==> src/hdl/blt_pkg.sv <==
// ----------------------------------------------------------------------------
// BASIC token lexer package
// Token kinds, scan modes, character codes, keyword table and shared types.
// ----------------------------------------------------------------------------
package blt_pkg;

  localparam int MAX_SOURCE_BYTES  = 65536;
  localparam int KEYWORD_CHARS_DEF = 6;
  localparam int KW_MAX_CHARS      = 6;
  localparam int KW_COUNT          = 12;
  localparam int QUEUE_DEPTH       = 4;

  localparam int POS_CAP_INT = (MAX_SOURCE_BYTES - 1 < 65535) ? MAX_SOURCE_BYTES - 1 : 65535;
  localparam logic [15:0] POS_CAP = 16'(POS_CAP_INT);

  typedef enum logic [4:0] {
    KIND_LET    = 5'd0,
    KIND_PRINT  = 5'd1,
    KIND_INPUT  = 5'd2,
    KIND_GOSUB  = 5'd3,
    KIND_RETURN = 5'd4,
    KIND_REM    = 5'd5,
    KIND_GOTO   = 5'd6,
    KIND_CALL   = 5'd7,
    KIND_THEN   = 5'd8,
    KIND_ELSE   = 5'd9,
    KIND_ENDKW  = 5'd10,
    KIND_IF     = 5'd11,
    KIND_ID     = 5'd12,
    KIND_NUM    = 5'd13,
    KIND_STR    = 5'd14,
    KIND_PLUS   = 5'd15,
    KIND_MINUS  = 5'd16,
    KIND_STAR   = 5'd17,
    KIND_SLASH  = 5'd18,
    KIND_LPAREN = 5'd19,
    KIND_RPAREN = 5'd20,
    KIND_COMMA  = 5'd21,
    KIND_SEMI   = 5'd22,
    KIND_EQ     = 5'd23,
    KIND_CARET  = 5'd24,
    KIND_LT     = 5'd25,
    KIND_LE     = 5'd26,
    KIND_NE     = 5'd27,
    KIND_GT     = 5'd28,
    KIND_GE     = 5'd29,
    KIND_EOS    = 5'd30
  } kind_e;

  typedef enum logic [2:0] {
    MODE_IDLE,
    MODE_IDENT,
    MODE_NUM,
    MODE_STR,
    MODE_COMMENT,
    MODE_LT,
    MODE_GT
  } mode_e;

  localparam logic [7:0] CH_TAB   = 8'h09;
  localparam logic [7:0] CH_LF    = 8'h0A;
  localparam logic [7:0] CH_CR    = 8'h0D;
  localparam logic [7:0] CH_SP    = 8'h20;
  localparam logic [7:0] CH_DQ    = 8'h22;
  localparam logic [7:0] CH_SQ    = 8'h27;
  localparam logic [7:0] CH_LP    = 8'h28;
  localparam logic [7:0] CH_RP    = 8'h29;
  localparam logic [7:0] CH_STAR  = 8'h2A;
  localparam logic [7:0] CH_PLUS  = 8'h2B;
  localparam logic [7:0] CH_COMMA = 8'h2C;
  localparam logic [7:0] CH_MINUS = 8'h2D;
  localparam logic [7:0] CH_DOT   = 8'h2E;
  localparam logic [7:0] CH_SLASH = 8'h2F;
  localparam logic [7:0] CH_D0    = 8'h30;
  localparam logic [7:0] CH_D9    = 8'h39;
  localparam logic [7:0] CH_SEMI  = 8'h3B;
  localparam logic [7:0] CH_LT    = 8'h3C;
  localparam logic [7:0] CH_EQ    = 8'h3D;
  localparam logic [7:0] CH_GT    = 8'h3E;
  localparam logic [7:0] CH_UA    = 8'h41;
  localparam logic [7:0] CH_UZ    = 8'h5A;
  localparam logic [7:0] CH_CARET = 8'h5E;
  localparam logic [7:0] CH_US    = 8'h5F;
  localparam logic [7:0] CH_LA    = 8'h61;
  localparam logic [7:0] CH_LZ    = 8'h7A;

  // keyword text, right-aligned in 48 bits
  localparam logic [47:0] KW_STR [KW_COUNT] = '{
    {24'h0, "LET"}, {8'h0, "PRINT"}, {8'h0, "INPUT"}, {8'h0, "GOSUB"},
    "RETURN", {24'h0, "REM"}, {16'h0, "GOTO"}, {16'h0, "CALL"},
    {16'h0, "THEN"}, {16'h0, "ELSE"}, {24'h0, "END"}, {32'h0, "IF"}
  };
  localparam int KW_LEN [KW_COUNT] = '{3, 5, 5, 5, 6, 3, 4, 4, 4, 4, 3, 2};

  typedef struct packed {
    logic       hit;
    logic [3:0] idx;
  } kw_res_t;

  typedef struct packed {
    logic [4:0]  kind;
    logic [15:0] offset;
    logic [15:0] length;
  } tok_t;

  typedef struct packed {
    logic        two;
    tok_t        tok0;
    tok_t        tok1;
    logic [15:0] line;
  } rec_t;

  typedef struct packed {
    logic full;
    logic empty;
  } q_stat_t;

  function automatic kw_res_t kw_match(input logic [KW_MAX_CHARS-1:0][6:0] b,
                                       input logic [15:0] len);
    kw_res_t r;
    logic    eq;
    r = '0;
    for (int k = 0; k < KW_COUNT; k++) begin
      eq = (len == 16'(KW_LEN[k]));
      for (int i = 0; i < KW_MAX_CHARS; i++) begin
        if (i < KW_LEN[k]) begin
          eq = eq && (b[i] == KW_STR[k][8*(KW_LEN[k]-1-i) +: 7]);
        end
      end
      if (eq && !r.hit) begin
        r.hit = 1'b1;
        r.idx = 4'(k);
      end
    end
    return r;
  endfunction

endpackage

==> src/hdl/blt_if.sv <==
// ----------------------------------------------------------------------------
// BASIC token lexer channels
// Valid/ready channels for source items and token items.
// ----------------------------------------------------------------------------
interface blt_in_if;
  logic       valid;
  logic       ready;
  logic       func;
  logic [7:0] ch;

  modport source (output valid, output func, output ch, input ready);
  modport sink (input valid, input func, input ch, output ready);
endinterface

interface blt_out_if;
  logic        valid;
  logic        ready;
  logic [4:0]  kind;
  logic [15:0] text_offset;
  logic [15:0] text_length;
  logic [15:0] line_number;
  logic        last;

  modport source (output valid, output kind, output text_offset, output text_length,
                  output line_number, output last, input ready);
  modport sink (input valid, input kind, input text_offset, input text_length,
                input line_number, input last, output ready);
endinterface

==> src/hdl/blt_front.sv <==
// ----------------------------------------------------------------------------
// BASIC token lexer front end
// Scan state machine: takes one byte per cycle while the record queue is not full, forms up to two tokens.
// ----------------------------------------------------------------------------
module blt_front #(
  parameter int KEYWORD_CHARS = blt_pkg::KEYWORD_CHARS_DEF
) (
  input  logic           clk_i,
  input  logic           rst_ni,
  input  logic           cfg_we_i,
  input  logic [15:0]    cfg_wdata_i,
  blt_in_if.sink         in_if,
  input  logic           q_full_i,
  output logic           push_o,
  output blt_pkg::rec_t  rec_o
);
  import blt_pkg::*;

  localparam int KW = $clog2(KEYWORD_CHARS);

  mode_e       mode_q, mode_d;
  logic [15:0] tstart_q, tstart_d;
  logic [15:0] tlen_q, tlen_d;
  logic [KEYWORD_CHARS-1:0][6:0] buf_q, buf_d;
  logic        wtl_q, wtl_d;
  logic [15:0] pos_q, pos_d;
  logic [15:0] line_q, line_d;
  logic        lht_q, lht_d;
  logic [15:0] start_line_q;

  logic        accept;
  logic [7:0]  c;
  logic [6:0]  up_ch;
  logic        is_digit, is_id_more;
  kw_res_t     kw;
  logic        kw_hit, id_is_rem;
  tok_t        id_tok;
  logic        p1_v, p2_v, go, lf_hit;
  tok_t        p1, p2;
  logic [15:0] tlen_inc;

  assign in_if.ready = !q_full_i;
  assign accept      = in_if.valid && in_if.ready;
  assign c           = in_if.ch;

  always_comb begin
    is_digit   = (c >= CH_D0) && (c <= CH_D9);
    is_id_more = is_digit || ((c >= CH_UA) && (c <= CH_UZ)) || ((c >= CH_LA) && (c <= CH_LZ))
                 || (c == CH_US) || (c == CH_DOT);
    up_ch      = ((c >= CH_LA) && (c <= CH_LZ)) ? 7'(c - 8'h20) : c[6:0];
    tlen_inc   = (tlen_q != 16'hFFFF) ? tlen_q + 16'd1 : tlen_q;
    kw         = kw_match(buf_q[KW_MAX_CHARS-1:0], tlen_q);
    kw_hit     = kw.hit && !wtl_q && (tlen_q <= 16'(KEYWORD_CHARS));
    id_is_rem  = kw_hit && (5'(kw.idx) == KIND_REM);
    id_tok     = kw_hit ? tok_t'{5'(kw.idx), tstart_q, 16'd0}
                        : tok_t'{KIND_ID, tstart_q, tlen_q};
  end

  always_comb begin
    mode_d   = mode_q;
    tstart_d = tstart_q;
    tlen_d   = tlen_q;
    buf_d    = buf_q;
    wtl_d    = wtl_q;
    pos_d    = pos_q;
    line_d   = line_q;
    p1_v     = 1'b0;
    p1       = '0;
    p2_v     = 1'b0;
    p2       = '0;
    go       = 1'b0;
    lf_hit   = 1'b0;
    if (in_if.func) begin
      unique case (mode_q)
        MODE_IDENT: begin
          p1_v = !(id_is_rem && lht_q);
          p1   = id_tok;
        end
        MODE_NUM: begin
          p1_v = 1'b1;
          p1   = '{KIND_NUM, tstart_q, tlen_q};
        end
        MODE_STR: begin
          p1_v = 1'b1;
          p1   = '{KIND_STR, tstart_q, tlen_q};
        end
        MODE_LT: begin
          p1_v = 1'b1;
          p1   = '{KIND_LT, tstart_q, 16'd0};
        end
        MODE_GT: begin
          p1_v = 1'b1;
          p1   = '{KIND_GT, tstart_q, 16'd0};
        end
        default: ;
      endcase
      p2_v     = 1'b1;
      p2       = '{KIND_EOS, pos_q, 16'd0};
      mode_d   = MODE_IDLE;
      pos_d    = '0;
      line_d   = start_line_q;
      tstart_d = '0;
      tlen_d   = '0;
    end else begin
      go = 1'b1;
      unique case (mode_q)
        MODE_IDENT: begin
          if (is_id_more) begin
            go = 1'b0;
            if (tlen_q < 16'(KEYWORD_CHARS)) begin
              buf_d[tlen_q[KW-1:0]] = up_ch;
            end else begin
              wtl_d = 1'b1;
            end
            tlen_d = tlen_inc;
          end else begin
            mode_d = id_is_rem ? MODE_COMMENT : MODE_IDLE;
            p1_v   = !(id_is_rem && lht_q);
            p1     = id_tok;
          end
        end
        MODE_NUM: begin
          if (is_digit || c == CH_DOT) begin
            go     = 1'b0;
            tlen_d = tlen_inc;
          end else begin
            mode_d = MODE_IDLE;
            p1_v   = 1'b1;
            p1     = '{KIND_NUM, tstart_q, tlen_q};
          end
        end
        MODE_STR: begin
          go = 1'b0;
          if (c == CH_DQ) begin
            mode_d = MODE_IDLE;
            p1_v   = 1'b1;
            p1     = '{KIND_STR, tstart_q, tlen_q};
          end else begin
            tlen_d = tlen_inc;
          end
        end
        MODE_LT: begin
          mode_d = MODE_IDLE;
          p1_v   = 1'b1;
          if (c == CH_EQ) begin
            go = 1'b0;
            p1 = '{KIND_LE, tstart_q, 16'd0};
          end else if (c == CH_GT) begin
            go = 1'b0;
            p1 = '{KIND_NE, tstart_q, 16'd0};
          end else begin
            p1 = '{KIND_LT, tstart_q, 16'd0};
          end
        end
        MODE_GT: begin
          mode_d = MODE_IDLE;
          p1_v   = 1'b1;
          if (c == CH_EQ) begin
            go = 1'b0;
            p1 = '{KIND_GE, tstart_q, 16'd0};
          end else begin
            p1 = '{KIND_GT, tstart_q, 16'd0};
          end
        end
        default: ;
      endcase
      if (go && mode_d == MODE_COMMENT && c != CH_LF && c != CH_CR) begin
        go = 1'b0;
      end
      if (go) begin
        mode_d = MODE_IDLE;
        unique case (c) inside
          CH_SP, CH_TAB, CH_CR: ;
          CH_LF: begin
            lf_hit = 1'b1;
            line_d = (line_q != 16'hFFFF) ? line_q + 16'd1 : line_q;
          end
          CH_SQ: begin
            p2_v   = !(lht_q || p1_v);
            p2     = '{KIND_REM, pos_q, 16'd0};
            mode_d = MODE_COMMENT;
          end
          CH_DQ: begin
            mode_d   = MODE_STR;
            tstart_d = (pos_q < POS_CAP) ? pos_q + 16'd1 : POS_CAP;
            tlen_d   = '0;
          end
          CH_PLUS:  begin p2_v = 1'b1; p2 = '{KIND_PLUS, pos_q, 16'd0}; end
          CH_MINUS: begin p2_v = 1'b1; p2 = '{KIND_MINUS, pos_q, 16'd0}; end
          CH_STAR:  begin p2_v = 1'b1; p2 = '{KIND_STAR, pos_q, 16'd0}; end
          CH_SLASH: begin p2_v = 1'b1; p2 = '{KIND_SLASH, pos_q, 16'd0}; end
          CH_LP:    begin p2_v = 1'b1; p2 = '{KIND_LPAREN, pos_q, 16'd0}; end
          CH_RP:    begin p2_v = 1'b1; p2 = '{KIND_RPAREN, pos_q, 16'd0}; end
          CH_COMMA: begin p2_v = 1'b1; p2 = '{KIND_COMMA, pos_q, 16'd0}; end
          CH_SEMI:  begin p2_v = 1'b1; p2 = '{KIND_SEMI, pos_q, 16'd0}; end
          CH_EQ:    begin p2_v = 1'b1; p2 = '{KIND_EQ, pos_q, 16'd0}; end
          CH_CARET: begin p2_v = 1'b1; p2 = '{KIND_CARET, pos_q, 16'd0}; end
          CH_LT: begin
            mode_d   = MODE_LT;
            tstart_d = pos_q;
          end
          CH_GT: begin
            mode_d   = MODE_GT;
            tstart_d = pos_q;
          end
          [CH_D0:CH_D9]: begin
            mode_d   = MODE_NUM;
            tstart_d = pos_q;
            tlen_d   = 16'd1;
          end
          [CH_UA:CH_UZ], [CH_LA:CH_LZ], CH_US, CH_DOT: begin
            mode_d   = MODE_IDENT;
            tstart_d = pos_q;
            tlen_d   = 16'd1;
            wtl_d    = 1'b0;
            buf_d[0] = up_ch;
          end
          default: ;
        endcase
      end
      pos_d = (pos_q < POS_CAP) ? pos_q + 16'd1 : pos_q;
    end
    lht_d = (in_if.func || lf_hit) ? 1'b0 : (lht_q || p1_v || p2_v);
  end

  always_ff @(posedge clk_i or negedge rst_ni) begin
    if (!rst_ni) begin
      mode_q       <= MODE_IDLE;
      tstart_q     <= '0;
      tlen_q       <= '0;
      wtl_q        <= 1'b0;
      pos_q        <= '0;
      line_q       <= 16'd1;
      lht_q        <= 1'b0;
      start_line_q <= 16'd1;
    end else if (cfg_we_i) begin
      start_line_q <= cfg_wdata_i;
      line_q       <= cfg_wdata_i;
    end else if (accept) begin
      mode_q   <= mode_d;
      tstart_q <= tstart_d;
      tlen_q   <= tlen_d;
      wtl_q    <= wtl_d;
      pos_q    <= pos_d;
      line_q   <= line_d;
      lht_q    <= lht_d;
    end
  end

  always_ff @(posedge clk_i) begin
    if (accept) begin
      buf_q <= buf_d;
    end
  end

  assign push_o     = accept && (p1_v || p2_v);
  assign rec_o.two  = p1_v && p2_v;
  assign rec_o.tok0 = p1_v ? p1 : p2;
  assign rec_o.tok1 = p2;
  assign rec_o.line = line_q;

endmodule

==> src/hdl/blt_queue.sv <==
// ----------------------------------------------------------------------------
// BASIC token lexer record queue
// Small FIFO of token records between the scanner and the output stage.
// ----------------------------------------------------------------------------
module blt_queue (
  input  logic             clk_i,
  input  logic             rst_ni,
  input  logic             push_i,
  input  blt_pkg::rec_t    rec_i,
  input  logic             pop_i,
  output blt_pkg::rec_t    head_o,
  output blt_pkg::q_stat_t stat_o
);
  import blt_pkg::*;

  localparam int PW = $clog2(QUEUE_DEPTH);

  rec_t        mem_q [QUEUE_DEPTH];
  logic [PW-1:0] wptr_q, rptr_q;
  logic [PW:0]   cnt_q;

  always_ff @(posedge clk_i or negedge rst_ni) begin
    if (!rst_ni) begin
      wptr_q <= '0;
      rptr_q <= '0;
      cnt_q  <= '0;
    end else begin
      if (push_i) begin
        wptr_q <= (wptr_q == PW'(QUEUE_DEPTH - 1)) ? '0 : wptr_q + 1'b1;
      end
      if (pop_i) begin
        rptr_q <= (rptr_q == PW'(QUEUE_DEPTH - 1)) ? '0 : rptr_q + 1'b1;
      end
      if (push_i && !pop_i) begin
        cnt_q <= cnt_q + 1'b1;
      end else if (pop_i && !push_i) begin
        cnt_q <= cnt_q - 1'b1;
      end
    end
  end

  always_ff @(posedge clk_i) begin
    if (push_i) begin
      mem_q[wptr_q] <= rec_i;
    end
  end

  assign head_o       = mem_q[rptr_q];
  assign stat_o.full  = (cnt_q == (PW+1)'(QUEUE_DEPTH));
  assign stat_o.empty = (cnt_q == '0);

endmodule

==> src/hdl/blt_back.sv <==
// ----------------------------------------------------------------------------
// BASIC token lexer back end
// Splits each record into token items and holds them in the output register.
// ----------------------------------------------------------------------------
module blt_back (
  input  logic             clk_i,
  input  logic             rst_ni,
  input  blt_pkg::rec_t    head_i,
  input  blt_pkg::q_stat_t stat_i,
  output logic             pop_o,
  blt_out_if.source        out_if
);
  import blt_pkg::*;

  logic        ovalid_q;
  logic        sel_q;
  tok_t        tok_q;
  logic [15:0] line_q;
  logic        last_q;
  logic        load, take, is_last;
  tok_t        cur;

  always_comb begin
    load    = !ovalid_q || out_if.ready;
    take    = load && !stat_i.empty;
    cur     = sel_q ? head_i.tok1 : head_i.tok0;
    is_last = !head_i.two || sel_q;
    pop_o   = take && is_last;
  end

  always_ff @(posedge clk_i or negedge rst_ni) begin
    if (!rst_ni) begin
      ovalid_q <= 1'b0;
      sel_q    <= 1'b0;
    end else if (load) begin
      ovalid_q <= !stat_i.empty;
      if (take) begin
        sel_q <= !is_last;
      end
    end
  end

  always_ff @(posedge clk_i) begin
    if (take) begin
      tok_q  <= cur;
      line_q <= head_i.line;
      last_q <= is_last;
    end
  end

  assign out_if.valid       = ovalid_q;
  assign out_if.kind        = tok_q.kind;
  assign out_if.text_offset = tok_q.offset;
  assign out_if.text_length = tok_q.length;
  assign out_if.line_number = line_q;
  assign out_if.last        = last_q;

endmodule

==> src/hdl/basic_token_lexer.sv <==
// ----------------------------------------------------------------------------
// BASIC token lexer
// The first token of an item goes into the record queue and then into the
// output register. Input takes one item per cycle while the record queue
// has room; the output stage sends one token per cycle while the receiver
// is ready, so two tokens of one item leave in turn. Reset is asynchronous:
// scanner idle, start line 1, queue and output empty; no clearing pass.
// ----------------------------------------------------------------------------
module basic_token_lexer #(
  parameter int KEYWORD_CHARS = blt_pkg::KEYWORD_CHARS_DEF
) (
  input  logic        clk_i,
  input  logic        rst_ni,
  input  logic        cfg_we_i,
  input  logic [15:0] cfg_wdata_i,
  blt_in_if.sink      in_if,
  blt_out_if.source   out_if
);
  import blt_pkg::*;

  logic    q_push, q_pop;
  rec_t    rec, head;
  q_stat_t q_stat;

  blt_front #(
    .KEYWORD_CHARS(KEYWORD_CHARS)
  ) u_front (
    .clk_i      (clk_i),
    .rst_ni     (rst_ni),
    .cfg_we_i   (cfg_we_i),
    .cfg_wdata_i(cfg_wdata_i),
    .in_if      (in_if),
    .q_full_i   (q_stat.full),
    .push_o     (q_push),
    .rec_o      (rec)
  );

  blt_queue u_queue (
    .clk_i (clk_i),
    .rst_ni(rst_ni),
    .push_i(q_push),
    .rec_i (rec),
    .pop_i (q_pop),
    .head_o(head),
    .stat_o(q_stat)
  );

  blt_back u_back (
    .clk_i (clk_i),
    .rst_ni(rst_ni),
    .head_i(head),
    .stat_i(q_stat),
    .pop_o (q_pop),
    .out_if(out_if)
  );

  a_no_push_full: assert property (@(posedge clk_i) disable iff (!rst_ni)
    !(q_push && q_stat.full))
    else $error("record pushed into full queue");

  a_no_pop_empty: assert property (@(posedge clk_i) disable iff (!rst_ni)
    !(q_pop && q_stat.empty))
    else $error("record popped from empty queue");

  a_eos_enqueued: assert property (@(posedge clk_i) disable iff (!rst_ni)
    (in_if.valid && in_if.ready && in_if.func) |-> q_push)
    else $error("end of source item gave no record");

  a_out_follows: assert property (@(posedge clk_i) disable iff (!rst_ni)
    (!q_stat.empty && !out_if.valid) |=> out_if.valid)
    else $error("output stage idle with queued records");

endmodule

==> src/flat_wrapper.sv <==
// flat-port wrapper written by rule: the top's interface ports become plain ports
module basic_token_lexer_flat import blt_pkg::*;
#(
  parameter int KEYWORD_CHARS = blt_pkg::KEYWORD_CHARS_DEF
)
  (clk_i, rst_ni, cfg_we_i, cfg_wdata_i, in_if_valid, in_if_func, in_if_ch, in_if_ready, out_if_valid, out_if_kind, out_if_text_offset, out_if_text_length, out_if_line_number, out_if_last, out_if_ready);
  blt_in_if in_if_i ();
  blt_out_if out_if_i ();
  input  logic clk_i;
  input  logic rst_ni;
  input  logic cfg_we_i;
  input  logic [15:0] cfg_wdata_i;
  input wire logic [$bits(in_if_i.valid)-1:0] in_if_valid;
  input wire logic [$bits(in_if_i.func)-1:0] in_if_func;
  input wire logic [$bits(in_if_i.ch)-1:0] in_if_ch;
  output wire logic [$bits(in_if_i.ready)-1:0] in_if_ready;
  output wire logic [$bits(out_if_i.valid)-1:0] out_if_valid;
  output wire logic [$bits(out_if_i.kind)-1:0] out_if_kind;
  output wire logic [$bits(out_if_i.text_offset)-1:0] out_if_text_offset;
  output wire logic [$bits(out_if_i.text_length)-1:0] out_if_text_length;
  output wire logic [$bits(out_if_i.line_number)-1:0] out_if_line_number;
  output wire logic [$bits(out_if_i.last)-1:0] out_if_last;
  input wire logic [$bits(out_if_i.ready)-1:0] out_if_ready;
  assign in_if_i.valid = in_if_valid;
  assign in_if_i.func = in_if_func;
  assign in_if_i.ch = in_if_ch;
  assign in_if_ready = in_if_i.ready;
  assign out_if_valid = out_if_i.valid;
  assign out_if_kind = out_if_i.kind;
  assign out_if_text_offset = out_if_i.text_offset;
  assign out_if_text_length = out_if_i.text_length;
  assign out_if_line_number = out_if_i.line_number;
  assign out_if_last = out_if_i.last;
  assign out_if_i.ready = out_if_ready;
  basic_token_lexer #(.KEYWORD_CHARS(KEYWORD_CHARS)) u_core (.clk_i(clk_i), .rst_ni(rst_ni), .cfg_we_i(cfg_we_i), .cfg_wdata_i(cfg_wdata_i), .in_if(in_if_i), .out_if(out_if_i));
endmodule
==> config.mk <==
export PLATFORM = sky130hd
export DESIGN_NAME = basic_token_lexer_flat
export DESIGN_NICKNAME = d
export VERILOG_FILES = /design/src/hdl/blt_pkg.sv /design/src/hdl/blt_if.sv /design/src/hdl/blt_front.sv /design/src/hdl/blt_queue.sv /design/src/hdl/blt_back.sv /design/src/hdl/basic_token_lexer.sv /design/src/flat_wrapper.sv
export SDC_FILE = /design/constraint.sdc
export NUM_CORES = 1
export LEC_CHECK = 0
export BUFFER_PORTS_ARGS = -buffer_cell sky130_fd_sc_hd__buf_2
export CAP_MARGIN = 10
export CORE_MARGIN = 4
export CORE_UTILIZATION = 50
export DETAILED_ROUTE_END_ITERATION = 8
export PLACE_DENSITY = 0.67
export SYNTH_ARGS = -nofsm -noshare
export SYNTH_HDL_FRONTEND = slang
export SYNTH_SLANG_ARGS = --single-unit
==> constraint.sdc <==
create_clock -name clk_i -period 6.84 [get_ports clk_i]
set_input_delay 0.684 -clock clk_i [delete_from_list [all_inputs] [get_ports clk_i]]
set_output_delay 0.684 -clock clk_i [all_outputs]
set_load 0.02 [all_outputs]
==> results.tsv, run 1 <==
metric	value	unit
outcome	complete, no violations	
crit start category	register	
detailed-route wire length per cell	23.5	µm
max-slew violation count	0	
Slowest-stage cell, CP	a211oi_2	
utilization after layout	56.2	%
Die X	222	µm
GP Congestion	0.911	
top cell type's share of synthesized area	51.8	%
Final Cycle Share	72.0	%
first-pass GRT wire length	87.2	mm
YS warnings	0	
CTS buffer count	50	
Top Ports	86	
post-CTS setup buffers	0	
syn_nets	1727	
Final Hold Fails	0	
FP Rows	78	
core area	45400	µm²
most instantiated cells after synthesis	396 x edfxtp_1, 137 x nand2_1, 92 x dfrtp_1	
Antenna Cells	0	
Syn-to-layout area delta	11.2	%
1st-iter DRT viols	1594	
Setup CP Type	register to register	
unrepaired setup endpoints after global routing	false	
slew at the pin with the worst max-slew slack	1.28	ns
Worst EP arrival	5.39	ns
fin crit period	4.93	ns
vias	14893	
Worst-path clk slew	0.06	ns
Post-Route WL	56.0	mm
initial core utilization	50.6	%
worst path buffer plus inverter count	2	
CP cell instances	inv_1 -> ha_1 -> nor2b_1 -> and4b_1 -> nand4_1 -> o21ai_0 -> o2111ai_4 -> a31o_1 -> a211oi_2 -> nor2_1 -> ha_1 -> inv_1 -> fa_1 -> mux2_2	
Clock Tree Buf Depth	3	
Max-cap violations	0	
CTS root buf	clkbuf_16	
Fin Setup TNS	0	ns
routed vias/inst	6.25	
max-slew headroom at the worst pin	13.3	%
Die Ht	222	µm
main flop type after synthesis	edfxtp_1	
initial antenna violation count	1	
slowest cell delay on critical path	0.73	ns
Post-Synthesis Cells	1682	
vias in the first global route	14535	
Die Area	49400	µm²
Cell variety after synth	102	
final setup vio count	0	
family with the most delay on the worst path	compound AO/OA/AOI/OAI gates	
port bufs	85	
largest net degree at the start of global routing	76	
Peak VDD IR	0.290	mV
CP Max Fanout	8	
share of post-route cells with drive strength above 1	19.7	%
Mapped Area	22900	µm²
worst skew pair latency	0.59	ns
Area contributors post-synth	edfxtp_1 52%, dfrtp_1 10%, mux4_2 7.4%	
Post-DP HPWL	36.9	mm
drc violations	0	
Post-synth EDFFs	396	
FMAX	0.203	GHz
Seq cells post-synth	490	
Seq/Total Area, Yosys	62.1	%
most frequent cell after synthesis	edfxtp_1	
H-Tree Level Count	2	
Routed Antenna Nets	0	
HP Class	input pin to register	
All-Layer GR Usage	22.4	%
Static Leak	9.02	nW
clk_skew	0.0205	ns
ys async rst share	19.2	%
grt ovf	0	
router iterations before antenna repair	5	
Yosys top cell by area	edfxtp_1	
# clock sinks	490	
CTS tree	done	
crit end category	register	
Avg Cell Area, Syn	13.6	µm²
CP required	7.30	ns
Cell Pwr Density	347	nW/µm²
NumNets Final	1789	
[sequential cells by signal, indices dropped and copies added, names as in the netlist, 3 cells and up]
signal                            flops
u_core.u_queue.mem_q                300
u_core.u_front.buf_q                 42
u_core.u_back.out_if.line_number     16
u_core.u_back.out_if.text_length     16
u_core.u_back.out_if.text_offset     16
u_core.u_front.line_q                16
u_core.u_front.pos_q                 16
u_core.u_front.start_line_q          16
u_core.u_front.tlen_q                16
u_core.u_front.tstart_q              16
u_core.u_back.out_if.kind             5
u_core.u_front.mode_q                 3
u_core.u_queue.cnt_q                  3
[layer usage]
| layer | vias to the layer above | part of all wire (%) | track usage, % |
|---|---|---|---|
| met5 | - | 0 | 0 |
| met4 | 0 | 2.0 | 5.36 |
| met3 | 78 | 6.6 | 3.13 |
| met2 | 534 | 46 | 34.0 |
| met1 | 7565 | 46 | 34.7 |
| li1 | 6716 | - | - |
[cells in the final DEF, fill, tap and decap left out, drive strengths merged, types with 23 or more instances in the layout]
master and count:
a21oi 65, and3 26, buf 106, clkbuf 61
clkinv 23, dfrtp 92, edfxtp 396, inv 55
mux2 47, mux2i 25, mux4 75, nand2 137
nand2b 29, nand3 42, nor2 86, nor2b 27
nor3 38, nor4 25, o21ai 87
[area by class of cell]
cell class | count | area, µm²
Multi-Input combinational cell | 1041 | 8150
Sequential cell | 490 | 14300
Fill cell | 3641 | 19900
Inverter | 54 | 203
Clock inverter | 31 | 231
Timing Repair Buffer | 107 | 633
Clock buffer | 61 | 1290
Tap cell | 600 | 751
[timing repair]
action / CTS / global route
endpoints found under the setup margin: 0 / 0
hold buffers: 1 / 0
hold endpoints to repair: 23 / 0
gates resized for setup: 0 / 0
[stage by stage]
| stage | hold WS (ns) | worst slack [ns] | power, mW | std cells | instance area, µm² |
|---|---|---|---|---|---|
| after floorplan | 0.388 | 0.763 | 5.69 | 1682 | 22900 |
| after global placement | 0.460 | 1.96 | 6.33 | 2291 | 24000 |
| after detailed placement | 0.473 | 1.87 | 6.39 | 2291 | 24000 |
| after CTS | 0.273 | 1.98 | 8.94 | 2384 | 25500 |
| after global routing | 0.333 | 1.69 | 9.26 | 2384 | 25500 |
| final | 0.297 | 1.91 | 8.84 | 2384 | 25500 |
[kinds of logic after synthesis]
kind of cell               count (synthesis)  synth area share, %
xor gates and xnor gates                   8                0.305
adders and majority gates                 15                0.851
and+or+nand+nor                          545                 13.3
AOI/OAI and AO/OA                        326                 9.94
buffers and inverters                    151                 2.62
muxes                                    147                 10.9
DFF                                      490                 62.1
[final timing paths]
| path | startpoint | endpoint | slack (ns) | cells after the start |
|---|---|---|---|---|
| max in group asynchronous | rst_ni | u_core.u_queue.rptr_q[1]$_DFFE_PN0P_ | 4.91 | 3 |
| min reg2reg | u_core.u_front.start_line_q[0]$_DFFE_PN1P_ | u_core.u_front.start_line_q[0]$_DFFE_PN1P_ | 0.48 | 2 |
| min in group asynchronous | rst_ni | u_core.u_back.out_if.valid$_DFFE_PN0P_ | 0.54 | 2 |
| min | out_if_ready | u_core.u_back.out_if.valid$_DFFE_PN0P_ | 0.30 | 2 |
| max reg2reg | u_core.u_front.tlen_q[0]$_DFFE_PN0P_ | u_core.u_queue.cnt_q[1]$_DFFE_PN0P_ | 1.91 | 14 |
| max | u_core.u_front.tlen_q[0]$_DFFE_PN0P_ | u_core.u_queue.cnt_q[1]$_DFFE_PN0P_ | 1.91 | 14 |
[power by group]
group / total (mW) / internal, mW / leakage [nW] / switching, mW
sequential: 4.13 / 3.83 / 4.93 / 0.298
clock: 2.55 / 1.43 / 0.731 / 1.12
combinational: 2.17 / 0.910 / 3.36 / 1.26
total: 8.84 / 6.17 / 9.02 / 2.68
Note: power is estimated with default switching activity, not from simulation.
==> run 2: changes to the inputs <==
ABC_AREA = 1   (was default)
clock period = 5.1 ns   (was 6.84 ns; I/O delays follow)
==> run 2 against run 1 <==
Against the previous run: hold slack worse by 0.24 ns; area after synthesis down 0.64%; clock power up 43%; first-iteration DRC count down 1.3%; critical path type unchanged; largest cell class unchanged.
==> results.tsv, run 2 <==
metric	value	unit	change
initial antenna violation count	0		was 1
final setup vio count	0		unchanged
largest net degree at the start of global routing	122		was 76
Post-CTS Resized	0		unchanged
Clock Tree Buf Depth	3		unchanged
unrepaired setup endpoints after global routing	false		unchanged
Post-DP HPWL	33.5	mm	was 36.9 mm
CTS tree	done		unchanged
H-Tree Level Count	2		unchanged
crit end category	register		unchanged
# clock sinks	490		unchanged
Syn-to-layout area delta	11.7	%	was 11.2%
dpl cell area	23800	µm²	was 24000 µm²
first-pass GRT wire length	86.2	mm	was 87.2 mm
initial core utilization	51.1	%	was 50.6%
YS warnings	0		unchanged
Post-synth EDFFs	396		unchanged
max-slew violation count	0		unchanged
CTS buffer count	49		was 50
Final Cycle Share	85.2	%	was 72.0%
Fin Setup TNS	0	ns	unchanged
Die X	222	µm	about the same
Area contributors post-synth	edfxtp_1 52%, dfrtp_1 10%, nor2_1 7.0%		was edfxtp_1 52%, dfrtp_1 10%, mux4_2 7.4%
slew at the pin with the worst max-slew slack	1.18	ns	was 1.28 ns
drc violations	0		unchanged
Peak VDD IR	0.277	mV	was 0.290 mV
worst skew pair latency	0.60	ns	was 0.59 ns
port bufs	85		unchanged
share of post-route cells with drive strength above 1	10.1	%	was 19.7%
top cell type's share of synthesized area	52.1	%	was 51.8%
GP Congestion	0.914		was 0.911
Biggest register	u_core.u_queue.mem_q		unchanged
HP Class	input pin to asynchronous set/reset pin		was input pin to register
All-Layer GR Usage	21.6	%	was 22.4%
max reg flops	300		unchanged
crit start category	register		unchanged
Final Hold Fails	0		unchanged
Die Ht	222	µm	about the same
max-slew headroom at the worst pin	21.2	%	was 13.3%
CTS root buf	clkbuf_16		unchanged
Worst EP arrival	4.80	ns	was 5.39 ns
clk_skew	0.0227	ns	was 0.0205 ns
Routed Antenna Nets	0		unchanged
FMAX	0.230	GHz	was 0.203 GHz
hold_buf cts	0		was 1
Seq cells post-synth	490		unchanged
commonest non-fill, non-tap cells in the layout	421 x nor2_1, 396 x edfxtp_1, 378 x nand2_1		was 396 x edfxtp_1, 137 x nand2_1, 89 x dfrtp_1
CP required	5.56	ns	was 7.30 ns
routed vias/inst	5.50		was 6.25
ys async rst share	19.2	%	unchanged
Static Leak	9.66	nW	was 9.02 nW
Cell Pwr Density	524	nW/µm²	was 347 nW/µm²
total power	13.3	mW	was 8.84 mW
Cells after DPL	2947		was 2291
most common cell after layout, fill and taps aside	nor2_1		was edfxtp_1
Worst-path clk slew	0.06	ns	about the same
pre-CTS setup slack	0.724	ns	was 1.87 ns
vias	16731		was 14893
Design Area, Final	25500	µm²	about the same
most instantiated cells after synthesis	426 x nor2_1, 396 x edfxtp_1, 378 x nand2_1		was 396 x edfxtp_1, 137 x nand2_1, 92 x dfrtp_1
core area	44600	µm²	was 45400 µm²
utilization after layout	57.1	%	was 56.2%
Avg Cell Area, Syn	9.70	µm²	was 13.6 µm²
vias in the first global route	15961		was 14535
FP Rows	77		was 78
Max-cap violations	0		unchanged
Post-Synthesis Cells	2350		was 1682
fin crit period	4.35	ns	was 4.93 ns
Top Ports	86		unchanged
hold_ws	0.0617	ns	was 0.297 ns
Die Area	49100	µm²	was 49400 µm²
setup ws final	0.752	ns	was 1.91 ns
Yosys top cell by area	edfxtp_1		unchanged
main flop type after synthesis	edfxtp_1		unchanged
router iterations before antenna repair	5		unchanged
Cell variety after synth	56		was 102
Setup CP Type	register to register		unchanged
biggest regs	u_core.u_queue.mem_q (300), u_core.u_front.buf_q (42)		unchanged
syn_nets	2395		was 1727
Mapped Area	22800	µm²	was 22900 µm²
post-CTS setup buffers	0		unchanged
Post-Route WL	54.3	mm	was 56.0 mm
NumNets Final	2451		was 1789
Seq/Total Area, Yosys	62.5	%	was 62.1%
CP Max Fanout	13		was 8
1st-iter DRT viols	1573		was 1594
outcome	complete, no violations		unchanged
grt ovf	0		unchanged
Non-Filler Instances	3040		was 2384
detailed-route wire length per cell	17.8	µm	was 23.5 µm
most frequent cell after synthesis	nor2_1		was edfxtp_1
==> run 2: cell count changes after synthesis, moves of 38 or more <==
| cell | before | now |
|---|---|---|
| mux2_2 | 40 | 0 |
| nor2_1 | 86 | 426 |
| mux4_2 | 75 | 0 |
| nand3_1 | 42 | 125 |
| nand2_1 | 137 | 378 |
| o22ai_1 | 4 | 42 |
| a21oi_1 | 64 | 114 |
| inv_1 | 54 | 182 |
| o21ai_0 | 80 | 269 |
==> run 2: logic make-up (layout without fill, tap and decap cells) <==
family | count (synthesis) | count (layout) | synth area share [%]
muxes | 1 | 1 | 0.0439
DFF | 490 | 490 | 62.5
other | 0 | 1 | 0
buffers and inverters | 302 | 399 | 5.28
xor gates and xnor gates | 24 | 24 | 0.922
AOI/OAI and AO/OA | 479 | 479 | 11.3
and+or+nand+nor | 1039 | 1039 | 19.1
adders and majority gates | 15 | 15 | 0.856
==> run 2: worst paths after layout <==
path | end | slack (ns) | cells past startpoint | start
setup / recovery | u_core.u_queue.cnt_q[2]$_DFFE_PN0P_ | 0.75 | 27 | u_core.u_front.tlen_q[1]$_DFFE_PN0P_
hold / removal | u_core.u_front.tlen_q[10]$_DFFE_PN0P_ | 0.06 | 1 | rst_ni
setup reg to reg | u_core.u_queue.cnt_q[2]$_DFFE_PN0P_ | 0.75 | 27 | u_core.u_front.tlen_q[1]$_DFFE_PN0P_
hold reg to reg | u_core.u_front.start_line_q[0]$_DFFE_PN1P_ | 0.47 | 2 | u_core.u_front.start_line_q[0]$_DFFE_PN1P_
max in group asynchronous | u_core.u_front.line_q[0]$_DFFE_PN1P_ | 3.94 | 2 | rst_ni
min in group clk_i | u_core.u_front.start_line_q[2]$_DFFE_PN0P_ | 0.15 | 3 | cfg_wdata_i[2]
==> run 2: routing by layer <==
metal / up-vias / routed length [µm] / track usage, %
met4: 0 / 1050 / 6.32
met3: 72 / 2810 / 2.79
li1: 8181 / - / -
met2: 466 / 25000 / 34.3
met1: 8012 / 25400 / 31.5
met5: - / 0 / 0
==> run 2: worst max-delay path: stages (launching register included) <==
cell	delay [ns]
dfrtp_1	0.62
inv_1	0.17
ha_1	0.22
nand3_1	0.08
nor2_1	0.06
nand2_2	0.09
nor2_1	0.05
nand2_1	0.06
nand2_1	0.06
nor2_1	0.10
nand4_1	0.08
nor3_1	0.16
nand4_1	0.13
nand3_1	0.17
nor2_2	0.07
nand3_2	0.06
nand2_2	0.09
a21boi_4	0.30
nand2_1	0.14
nand2_1	0.12
nand2_1	0.28
inv_1	0.14
ha_1	0.15
inv_1	0.06
fa_1	0.37
a21oi_1	0.14
o21ai_0	0.11
xor2_1	0.15
==> run 2: cell type report <==
class                           instances  area, µm²
Antenna cell                            1       2.50
Clock buffer                           68       1400
Clock inverter                         24        258
Multi-Input combinational cell       1558       7400
Sequential cell                       490      14300
Inverter                              192        728
Tap cell                              592        741
Fill cell                            3832      19100
Timing Repair Buffer                  115        691
==> run 2: where the power goes <==
part	internal [mW]	switching, mW	leakage [nW]	total (mW)
combinational	1.10	2.69	3.94	3.79
clock	2.13	1.52	0.798	3.64
sequential	5.37	0.542	4.92	5.91
total	8.60	4.75	9.66	13.3
